`src/sv/scht_pkg.sv`:
```
// Package: types, constants and codes shared by the spatial cell hash table.
package scht_pkg;

  // Default sizes for the top-level parameters; TABLE_SLOTS is a power of two
  localparam int TABLE_SLOTS_DEF  = 1024;
  localparam int MAX_PER_CELL_DEF = 8;
  localparam int INDEX_BITS_DEF   = 16;
  localparam int GEN_BITS_DEF     = 8;

  // Reset value of the live-cell limit register
  localparam logic [10:0] CELL_LIMIT_RST = 11'd716;

  // Hash constants: per-axis primes and the finalizer multiplier
  localparam logic [31:0] PRIME_X  = 32'd73856093;
  localparam logic [31:0] PRIME_Y  = 32'd19349663;
  localparam logic [31:0] PRIME_Z  = 32'd83492791;
  localparam logic [63:0] MIX_MULT = 64'hff51afd7ed558ccd;
  localparam int          MIX_SHIFT = 33;

  typedef enum logic [1:0] {
    CMD_BUILD  = 2'd0,
    CMD_INSERT = 2'd1,
    CMD_QUERY  = 2'd2,
    CMD_NONE   = 2'd3
  } command_t;

  typedef enum logic [2:0] {
    ST_BUILD_STARTED = 3'd0,
    ST_APPENDED      = 3'd1,
    ST_APPENDED_NEW  = 3'd2,
    ST_TABLE_FULL    = 3'd3,
    ST_CELL_FULL     = 3'd4,
    ST_HIT           = 3'd5,
    ST_MISS          = 3'd6
  } status_t;

  typedef struct packed {
    logic [1:0]         command;
    logic signed [31:0] cell_x;
    logic signed [31:0] cell_y;
    logic signed [31:0] cell_z;
    logic [15:0]        item_index;
    logic [15:0]        query_tag;
  } in_item_t;

  typedef struct packed {
    status_t     status;
    logic [15:0] found_index;
    logic [15:0] echo_tag;
    logic        last;
    logic [10:0] live_cells;
  } out_item_t;

  // Datapath operations, one per cycle
  typedef enum logic [4:0] {
    OP_NONE,
    OP_LOAD,
    OP_MX,
    OP_MY,
    OP_MZ,
    OP_MIX1,
    OP_PLL,
    OP_PLH,
    OP_PHL,
    OP_MIX2,
    OP_HOME,
    OP_PROBE_RD,
    OP_PROBE_ADV,
    OP_CLR_INIT,
    OP_CLR_STEP,
    OP_BUILD,
    OP_GEN_ONE,
    OP_APPEND,
    OP_CLAIM,
    OP_ITEM_RD
  } dp_op_t;

  typedef enum logic [4:0] {
    S_CLEAR,
    S_IDLE,
    S_MX,
    S_MY,
    S_MZ,
    S_MIX1,
    S_PLL,
    S_PLH,
    S_PHL,
    S_MIX2,
    S_HOME,
    S_PRD,
    S_PCHK,
    S_BUILD,
    S_BCHK,
    S_WRAP_CLR,
    S_GEN1,
    S_EMIT,
    S_QRD,
    S_QEMIT
  } state_t;

  typedef struct packed {
    dp_op_t  op;
    logic    emit;
    status_t emit_status;
    logic    emit_last;
    logic    emit_tag;
  } ctrl_cmd_t;

  typedef struct packed {
    logic gen_zero;
    logic live;
    logic match;
    logic fill_full;
    logic fill_zero;
    logic probe_full;
    logic limit_hit;
    logic clr_done;
    logic qi_last;
    logic out_free;
  } dp_stat_t;

endpackage

```
`src/sv/scht_ctrl.sv`:
```
// Controller: sequences hashing, probing, updates and result emission.
module scht_ctrl (
  input  logic               clk,
  input  logic               rst_n,
  input  logic               in_valid,
  input  logic [1:0]         in_cmd,
  output logic               in_ready,
  input  scht_pkg::dp_stat_t stat,
  output scht_pkg::ctrl_cmd_t cmd
);
  import scht_pkg::*;

  state_t   state_r, state_nxt;
  command_t cmd_r, cmd_nxt;
  status_t  code_r, code_nxt;

  // Hold state, latched command and pending result code
  always_ff @(posedge clk) begin
    if (!rst_n) begin
      state_r <= S_CLEAR;
      cmd_r   <= CMD_NONE;
      code_r  <= ST_MISS;
    end else begin
      state_r <= state_nxt;
      cmd_r   <= cmd_nxt;
      code_r  <= code_nxt;
    end
  end

  // Decide next state and datapath command
  always_comb begin
    state_nxt       = state_r;
    cmd_nxt         = cmd_r;
    code_nxt        = code_r;
    in_ready        = 1'b0;
    cmd.op          = OP_NONE;
    cmd.emit        = 1'b0;
    cmd.emit_status = code_r;
    cmd.emit_last   = 1'b1;
    cmd.emit_tag    = 1'b0;
    case (state_r)
      S_CLEAR: begin
        cmd.op = OP_CLR_STEP;
        if (stat.clr_done) state_nxt = S_IDLE;
      end
      S_IDLE: begin
        in_ready = 1'b1;
        if (in_valid) begin
          cmd.op  = OP_LOAD;
          cmd_nxt = command_t'(in_cmd);
          case (command_t'(in_cmd))
            CMD_BUILD: state_nxt = S_BUILD;
            CMD_INSERT: begin
              if (stat.gen_zero) begin
                code_nxt  = ST_TABLE_FULL;
                state_nxt = S_EMIT;
              end else begin
                state_nxt = S_MX;
              end
            end
            CMD_QUERY: begin
              if (stat.gen_zero) begin
                code_nxt  = ST_MISS;
                state_nxt = S_EMIT;
              end else begin
                state_nxt = S_MX;
              end
            end
            default: state_nxt = S_IDLE;
          endcase
        end
      end
      S_MX: begin
        cmd.op = OP_MX;
        state_nxt = S_MY;
      end
      S_MY: begin
        cmd.op = OP_MY;
        state_nxt = S_MZ;
      end
      S_MZ: begin
        cmd.op = OP_MZ;
        state_nxt = S_MIX1;
      end
      S_MIX1: begin
        cmd.op = OP_MIX1;
        state_nxt = S_PLL;
      end
      S_PLL: begin
        cmd.op = OP_PLL;
        state_nxt = S_PLH;
      end
      S_PLH: begin
        cmd.op = OP_PLH;
        state_nxt = S_PHL;
      end
      S_PHL: begin
        cmd.op = OP_PHL;
        state_nxt = S_MIX2;
      end
      S_MIX2: begin
        cmd.op = OP_MIX2;
        state_nxt = S_HOME;
      end
      S_HOME: begin
        cmd.op = OP_HOME;
        state_nxt = S_PRD;
      end
      S_PRD: begin
        cmd.op = OP_PROBE_RD;
        state_nxt = S_PCHK;
      end
      // Resolve the probed slot: match, free slot or keep walking
      S_PCHK: begin
        if (stat.live && stat.match) begin
          if (cmd_r == CMD_INSERT) begin
            if (stat.fill_full) begin
              code_nxt = ST_CELL_FULL;
            end else begin
              cmd.op   = OP_APPEND;
              code_nxt = ST_APPENDED;
            end
            state_nxt = S_EMIT;
          end else if (stat.fill_zero) begin
            code_nxt  = ST_MISS;
            state_nxt = S_EMIT;
          end else begin
            state_nxt = S_QRD;
          end
        end else if (!stat.live) begin
          if (cmd_r == CMD_INSERT) begin
            if (stat.limit_hit) begin
              code_nxt = ST_TABLE_FULL;
            end else begin
              cmd.op   = OP_CLAIM;
              code_nxt = ST_APPENDED_NEW;
            end
          end else begin
            code_nxt = ST_MISS;
          end
          state_nxt = S_EMIT;
        end else if (stat.probe_full) begin
          code_nxt  = (cmd_r == CMD_INSERT) ? ST_TABLE_FULL : ST_MISS;
          state_nxt = S_EMIT;
        end else begin
          cmd.op    = OP_PROBE_ADV;
          state_nxt = S_PRD;
        end
      end
      S_BUILD: begin
        cmd.op    = OP_BUILD;
        code_nxt  = ST_BUILD_STARTED;
        state_nxt = S_BCHK;
      end
      S_BCHK: begin
        if (stat.gen_zero) begin
          cmd.op    = OP_CLR_INIT;
          state_nxt = S_WRAP_CLR;
        end else begin
          state_nxt = S_EMIT;
        end
      end
      S_WRAP_CLR: begin
        cmd.op = OP_CLR_STEP;
        if (stat.clr_done) state_nxt = S_GEN1;
      end
      S_GEN1: begin
        cmd.op    = OP_GEN_ONE;
        state_nxt = S_EMIT;
      end
      S_EMIT: begin
        if (stat.out_free) begin
          cmd.emit     = 1'b1;
          cmd.emit_tag = (cmd_r == CMD_QUERY);
          state_nxt    = S_IDLE;
        end
      end
      S_QRD: begin
        cmd.op    = OP_ITEM_RD;
        state_nxt = S_QEMIT;
      end
      // Emit one stored index; advance or finish
      S_QEMIT: begin
        cmd.emit_status = ST_HIT;
        cmd.emit_last   = stat.qi_last;
        cmd.emit_tag    = 1'b1;
        if (stat.out_free) begin
          cmd.emit  = 1'b1;
          state_nxt = stat.qi_last ? S_IDLE : S_QRD;
        end
      end
      default: state_nxt = S_IDLE;
    endcase
  end

endmodule

```
`config.mk`:
```
export PLATFORM = sky130hd
export DESIGN_NAME = scht_ctrl
export DESIGN_NICKNAME = d
export VERILOG_FILES = /design/src/sv/scht_pkg.sv /design/src/sv/scht_ctrl.sv
export SDC_FILE = /design/constraint.sdc
export NUM_CORES = 1
export LEC_CHECK = 0
export ABC_AREA = 1
export BUFFER_PORTS_ARGS = -buffer_cell sky130_fd_sc_hd__buf_4
export CORE_UTILIZATION = 50
export CTS_BUF_LIST = sky130_fd_sc_hd__clkbuf_8
export CTS_CLUSTER_DIAMETER = 150
export CTS_CLUSTER_SIZE = 25
export DETAILED_ROUTE_END_ITERATION = 10
export MAX_ROUTING_LAYER = met4
export PLACE_DENSITY = 0.76
export SLEW_MARGIN = 20
export SYNTH_ARGS = -nofsm -noshare
export SYNTH_HDL_FRONTEND = slang
export SYNTH_SLANG_ARGS = --single-unit
```
`constraint.sdc`:
```
create_clock -name clk -period 2.2 [get_ports clk]
set_input_delay 0.44 -clock clk [delete_from_list [all_inputs] [get_ports clk]]
set_output_delay 0.44 -clock clk [all_outputs]
set_load 0.02 [all_outputs]
```
Word-level counts from Yosys, hierarchy flattened
Index checks and enable logic that the tools add are counted.

storage, ports and cells
  flip-flop bits (word level) = 10
  latch bits = 0
  RAM bits = 0
  memory bits (read-only) = 0
  output and inout port bits = 12
  word-level logic and storage cells = 91
  memories = 0

operators by class
  add/subtract/negate cells = 0
  multiply operators = 0
  divide/modulo/power cells = 0
  magnitude comparators = 0
  equality and inequality tests = 33
  shift-type cells = 0
  multiplexer cells = 45
  bitwise operators = 0
  reductions and logical operators = 10

operators with widths
  kind                                                                    count
  5-bit case mux with 20 select lines                                     1
  5-bit two-way mux                                                       17
  5-bit case mux with 17 select lines                                     1
  5-bit by 4-bit equality test with 1-bit output (second input constant)  8
  3-bit two-way mux                                                       11
  5-bit by 3-bit equality test with 1-bit output (second input constant)  4
  5-bit equality test (second input constant)                             4
  4-bit two-way mux                                                       3
  5-bit by 2-bit equality test with 1-bit output (second input constant)  2
  2-bit inequality test (second input constant)                           5
  5-bit case mux with 2 select lines                                      1
  3-bit case mux with 3 select lines                                      1
  4-bit inequality test (second input constant)                           2
  7-bit AND reduction                                                     1
  1-bit two-way mux                                                       6
  3-bit inequality test (second input constant)                           2
  3-bit case mux with 2 select lines                                      1
  2-bit OR reduction                                                      3
  5-bit by 1-bit equality test with 1-bit output (second input constant)  1
  5-bit logical NOT                                                       1
  5-bit AND reduction                                                     1
  2-bit by 1-bit equality test with 1-bit output (second input constant)  2
  2-bit equality test (second input constant)                             2
  2-bit two-way mux                                                       2
  other kinds (6)                                                         6

Depth between registers and ports, before layout
  depth after elaboration = 6
  depth in mapped cells = 11
  mapped depth without buffers = 10

Least setup slack after synthesis
Ideal clock, no wire load.

  path kind = flip-flop to output port
  start point = register state_r[4]
  end point = output port cmd[0] (netlist bit)
  arrival = 1.648 ns
  slack = 0.112 ns
  cell stages (with the launch flop) = 6
  cells stage by stage = dfxtp_1 > buf_6 > inv_8 > nor4_1 > nand3_1 > nand2_1

RTL lines
  item                      line             text
  start: declaration        scht_ctrl.sv:13  state_t state_r, state_nxt;
  start signal: assignment  scht_ctrl.sv:24  state_r <= state_nxt;
  end: declaration          scht_ctrl.sv:9   output scht_pkg::ctrl_cmd_t cmd

==> results summary <==
The number of hold buffers added after CTS came out at 0. The length of the first detailed-routing pass in iterations is 5. At the pin with the least slew margin, the transition time is between 300 and 400 ps.

The design internal power came out at 675 uW. In the post-synthesis netlist, the biggest area contributors are dfxtp_1 16%, nand2_1 15%, nor2_1 11%, nand3_1 9.8%, inv_1 8.3%. Dividing the final minimum period by the clock period gives 0.958. The portion of total power attributed to the clock network is 0.187. The die covers 2750 sq um. Timing would allow up to ~470 MHz. In this run, CTS created clock tree buffers numbering 3. Of all cell types, the one taking the most synthesized area is dfxtp_1. The via count normalized by instance count came out at around 5.7. The die extent in y is about 52 um. Buffers added to address setup during post-CTS repair amount to 0. The total overflow reported by the global router is 0. In this run the standard cell core region covers 2300 sq um. The synthesis-stage register bit count is 10. The number of top-level pins came out at 27.

The top-area cell type share of the netlist area came out at 0.157. The H-tree depth reported by CTS is 1. The dominant cell by count in the synthesized netlist is nand2_1. The growth of design area from synthesis to finish is 22.5%. The final net count is 269. Ranked by instance count, the synthesized netlist is headed by 50 x nand2_1, 36 x nor2_1, 28 x inv_1, 25 x nand3_1, 10 x dfxtp_1. The worst slew margin relative to its limit came out at 0.782. The Yosys step of the flow raised 0 warnings.

The path class of the tightest hold or removal check is input pin to register. The total global-route track usage is 0.318. The critical path is of the register to output pin type. The share of total power dissipated in sequential elements is 0.219. For this run, design rule violations remaining after detail routing come to 0. The max-capacitance violation count came out at 0. The average size of a mapped cell came out at 5.84 sq um. The slowest stage of the critical path belongs to the cell dfxtp_1. The number of antenna cells inserted came out at 0. Subtracting the final worst setup slack from the clock period gives 2110 ps. The initial utilization of the core area, before any placement, comes to 0.554. The worst setup path is launched from a register. Setup total negative slack on the finished layout was measured at 0 ps.

The final design utilization is 0.679. STA classifies the critical path endpoint as an output pin. The largest clock skew in the final design is 2.95 ps.

The delay of the slowest critical-path stage came out at approximately 460 ps. Setup repair after global routing left no endpoint under its margin. The most used flip-flop cell after synthesis is dfxtp_1. The x dimension of the die came out at 52.5 um. Counting flops with a built-in enable in the synthesized netlist gives 0. The flow ran to the end, and the final reports show no timing, DRC or antenna violations.

The fill cell total of the finished layout is 217. Summing all placed instances gives a cell area of 1490 sq um. The count of final max-slew check failures came out at 0.

The final design area excluding fillers is 1560 sq um. For this block, the initial DRC count from the detailed router was 63. The critical path goes through nor2_4 -> buf_4 -> nand2_1 -> nand2_1 -> nor3_1 -> nand3_1 -> buf_4. The clock latency on the worst-skew pair is 240 ps. The via count of the first global-routing pass is 1438. The post-synthesis instance area came out at 1270 sq um.

The number of I/O port buffers came out at 26. The net switching component of the power is 623 uW. Summed over all cells, the static leakage comes to 0.000861 uW. The clock root buffer master is clkbuf_8.

The final weighted congestion of routability-driven global placement came out at 0.975. Of the total power, the share spent switching nets is 0.480. The net count of the mapped netlist is 238.

The post-detailed-route count of antenna-violating nets came out at 0. The first-pass GRT wire length is 6.16 mm. The number of failing setup endpoints in the final timing report came out at 0. The final HPWL from detailed placement came out at between 3 and 4 mm.

The number of antenna violations at the first check in global routing came to 0. VDD sags by at most roughly 0.69 mV. The detailed-route via count is approximately 1600.

The number of instances in the synthesized netlist is about 220. The per-cell routed wire length is 13.8 um. The sequential area share after synthesis is 0.157.

The number of placement rows came out at 17. Among cell families on the critical path, the largest total delay comes from simple AND/OR/NAND/NOR gates. STA puts the critical path data required time at 1760 ps. The clock sink count came out at 10. The critical path contains buffers and inverters numbering 2 combined. The final hold violation count is 0. The synthesized netlist contains 27 unique library cells. The fraction of registers with async set/reset came out at 0. After clock tree synthesis, the clock-pin slew on the worst setup and hold paths is 50 ps. The part of the total power dissipated in combinational logic came out at 0.593. Wires add up to roughly 3.8 mm. The power per cell area came out at 832 nW/um^2.

The maximum number of pins on one net before global-route repair is 12. The signal arrival time at the worst endpoint came out at approximately 1700 ps. Of the cells placed in the final design, the portion with a size suffix greater than 1 is 0.266. TritonCTS built the clock tree.

The clock passes through at most 2 buffers. In this run the worst path has a maximum fanout of 7.
## routing by layer
layer  vias to the layer above  wire, um  part of all wire  track usage
li1                        752         -                 -            -
met1                       691      1520              0.40        0.363
met2                       103      1830              0.48        0.549
met3                        21       339             0.089       0.0319
met4                         0       127             0.033        0.158
met5                         -         0                 0            -
## flip-flops by register name, summed over array words and instances (netlist names)
register and flops:
cmd_r 2, state_r 5, code_r 3
## timing repair
item                       CTS  global route
setup endpoints to repair    7             7
gates resized for setup      2             5
pin swaps                    0             0
## area by class of cell
| class | count | area (sq um) | share of cell area |
|---|---|---|---|
| Multi-Input combinational cell | 168 | 885 | 0.567 |
| Inverter | 35 | 144 | 0.0922 |
| Tap cell | 28 | 35.0 | 0.0225 |
| Sequential cell | 10 | 209 | 0.134 |
| Timing Repair Buffer | 31 | 233 | 0.149 |
| Clock buffer | 4 | 55.1 | 0.0353 |
## cells in the final DEF (no fill, tap or decap)
cell type	n
nor3_1	6
buf_4	31
nand3_1	25
a21oi_1	7
dfxtp_4	2
nand3b_1	3
ha_1	5
a211oi_1	1
nor2_1	35
clkbuf_8	4
o21ai_0	9
nor2_4	7
nand3_4	2
nor4_1	1
inv_8	1
nand3_2	1
nand2_4	1
dfxtp_1	7
inv_1	28
nor2_2	2
o21ai_1	1
nand4_1	4
nand2_2	5
inv_4	2
or2_2	2
dfxtp_2	1
nor3_2	1
nand2_1	50
inv_2	4
## cells by family after synthesis
| group | after synthesis | synth area share |
|---|---|---|
| AO/OA/AOI/OAI | 18 | 0.0727 |
| AND/OR/NAND/NOR | 145 | 0.567 |
| flip-flops | 10 | 0.157 |
| buffers and inverters | 40 | 0.154 |
| adder cells (fa/ha/maj) | 5 | 0.0491 |
## final timing paths
path                                  from    endpoint  slack, ps  cells past startpoint
worst min register to register   code_r[2]   code_r[2]        460                      2
worst min-delay path                 rst_n   code_r[1]        420                      2
worst max register to register  state_r[3]  state_r[0]        650                      9
worst max-delay path            state_r[2]      cmd[6]         90                      7
## power by group through the flow
stage	clock, uW	sequential (uW)	combinational, uW
after global placement	0	280	741
final	243	285	770
after detailed placement	0	281	752
after floorplan	0	240	572
after CTS	240	279	756
after global routing	252	292	835
## through the flow
stage               hold slack, ps  instances  total power (uW)  setup slack, ps
CTS                            429        276              1270            0.129
global route                   423        276              1380             24.2
floorplan                      421        218               811              112
finish                         424        276              1300             91.7
detailed placement             444        272              1030             91.0
global placement               441        272              1020              151
Note: power is estimated with default switching activity, not from simulation.
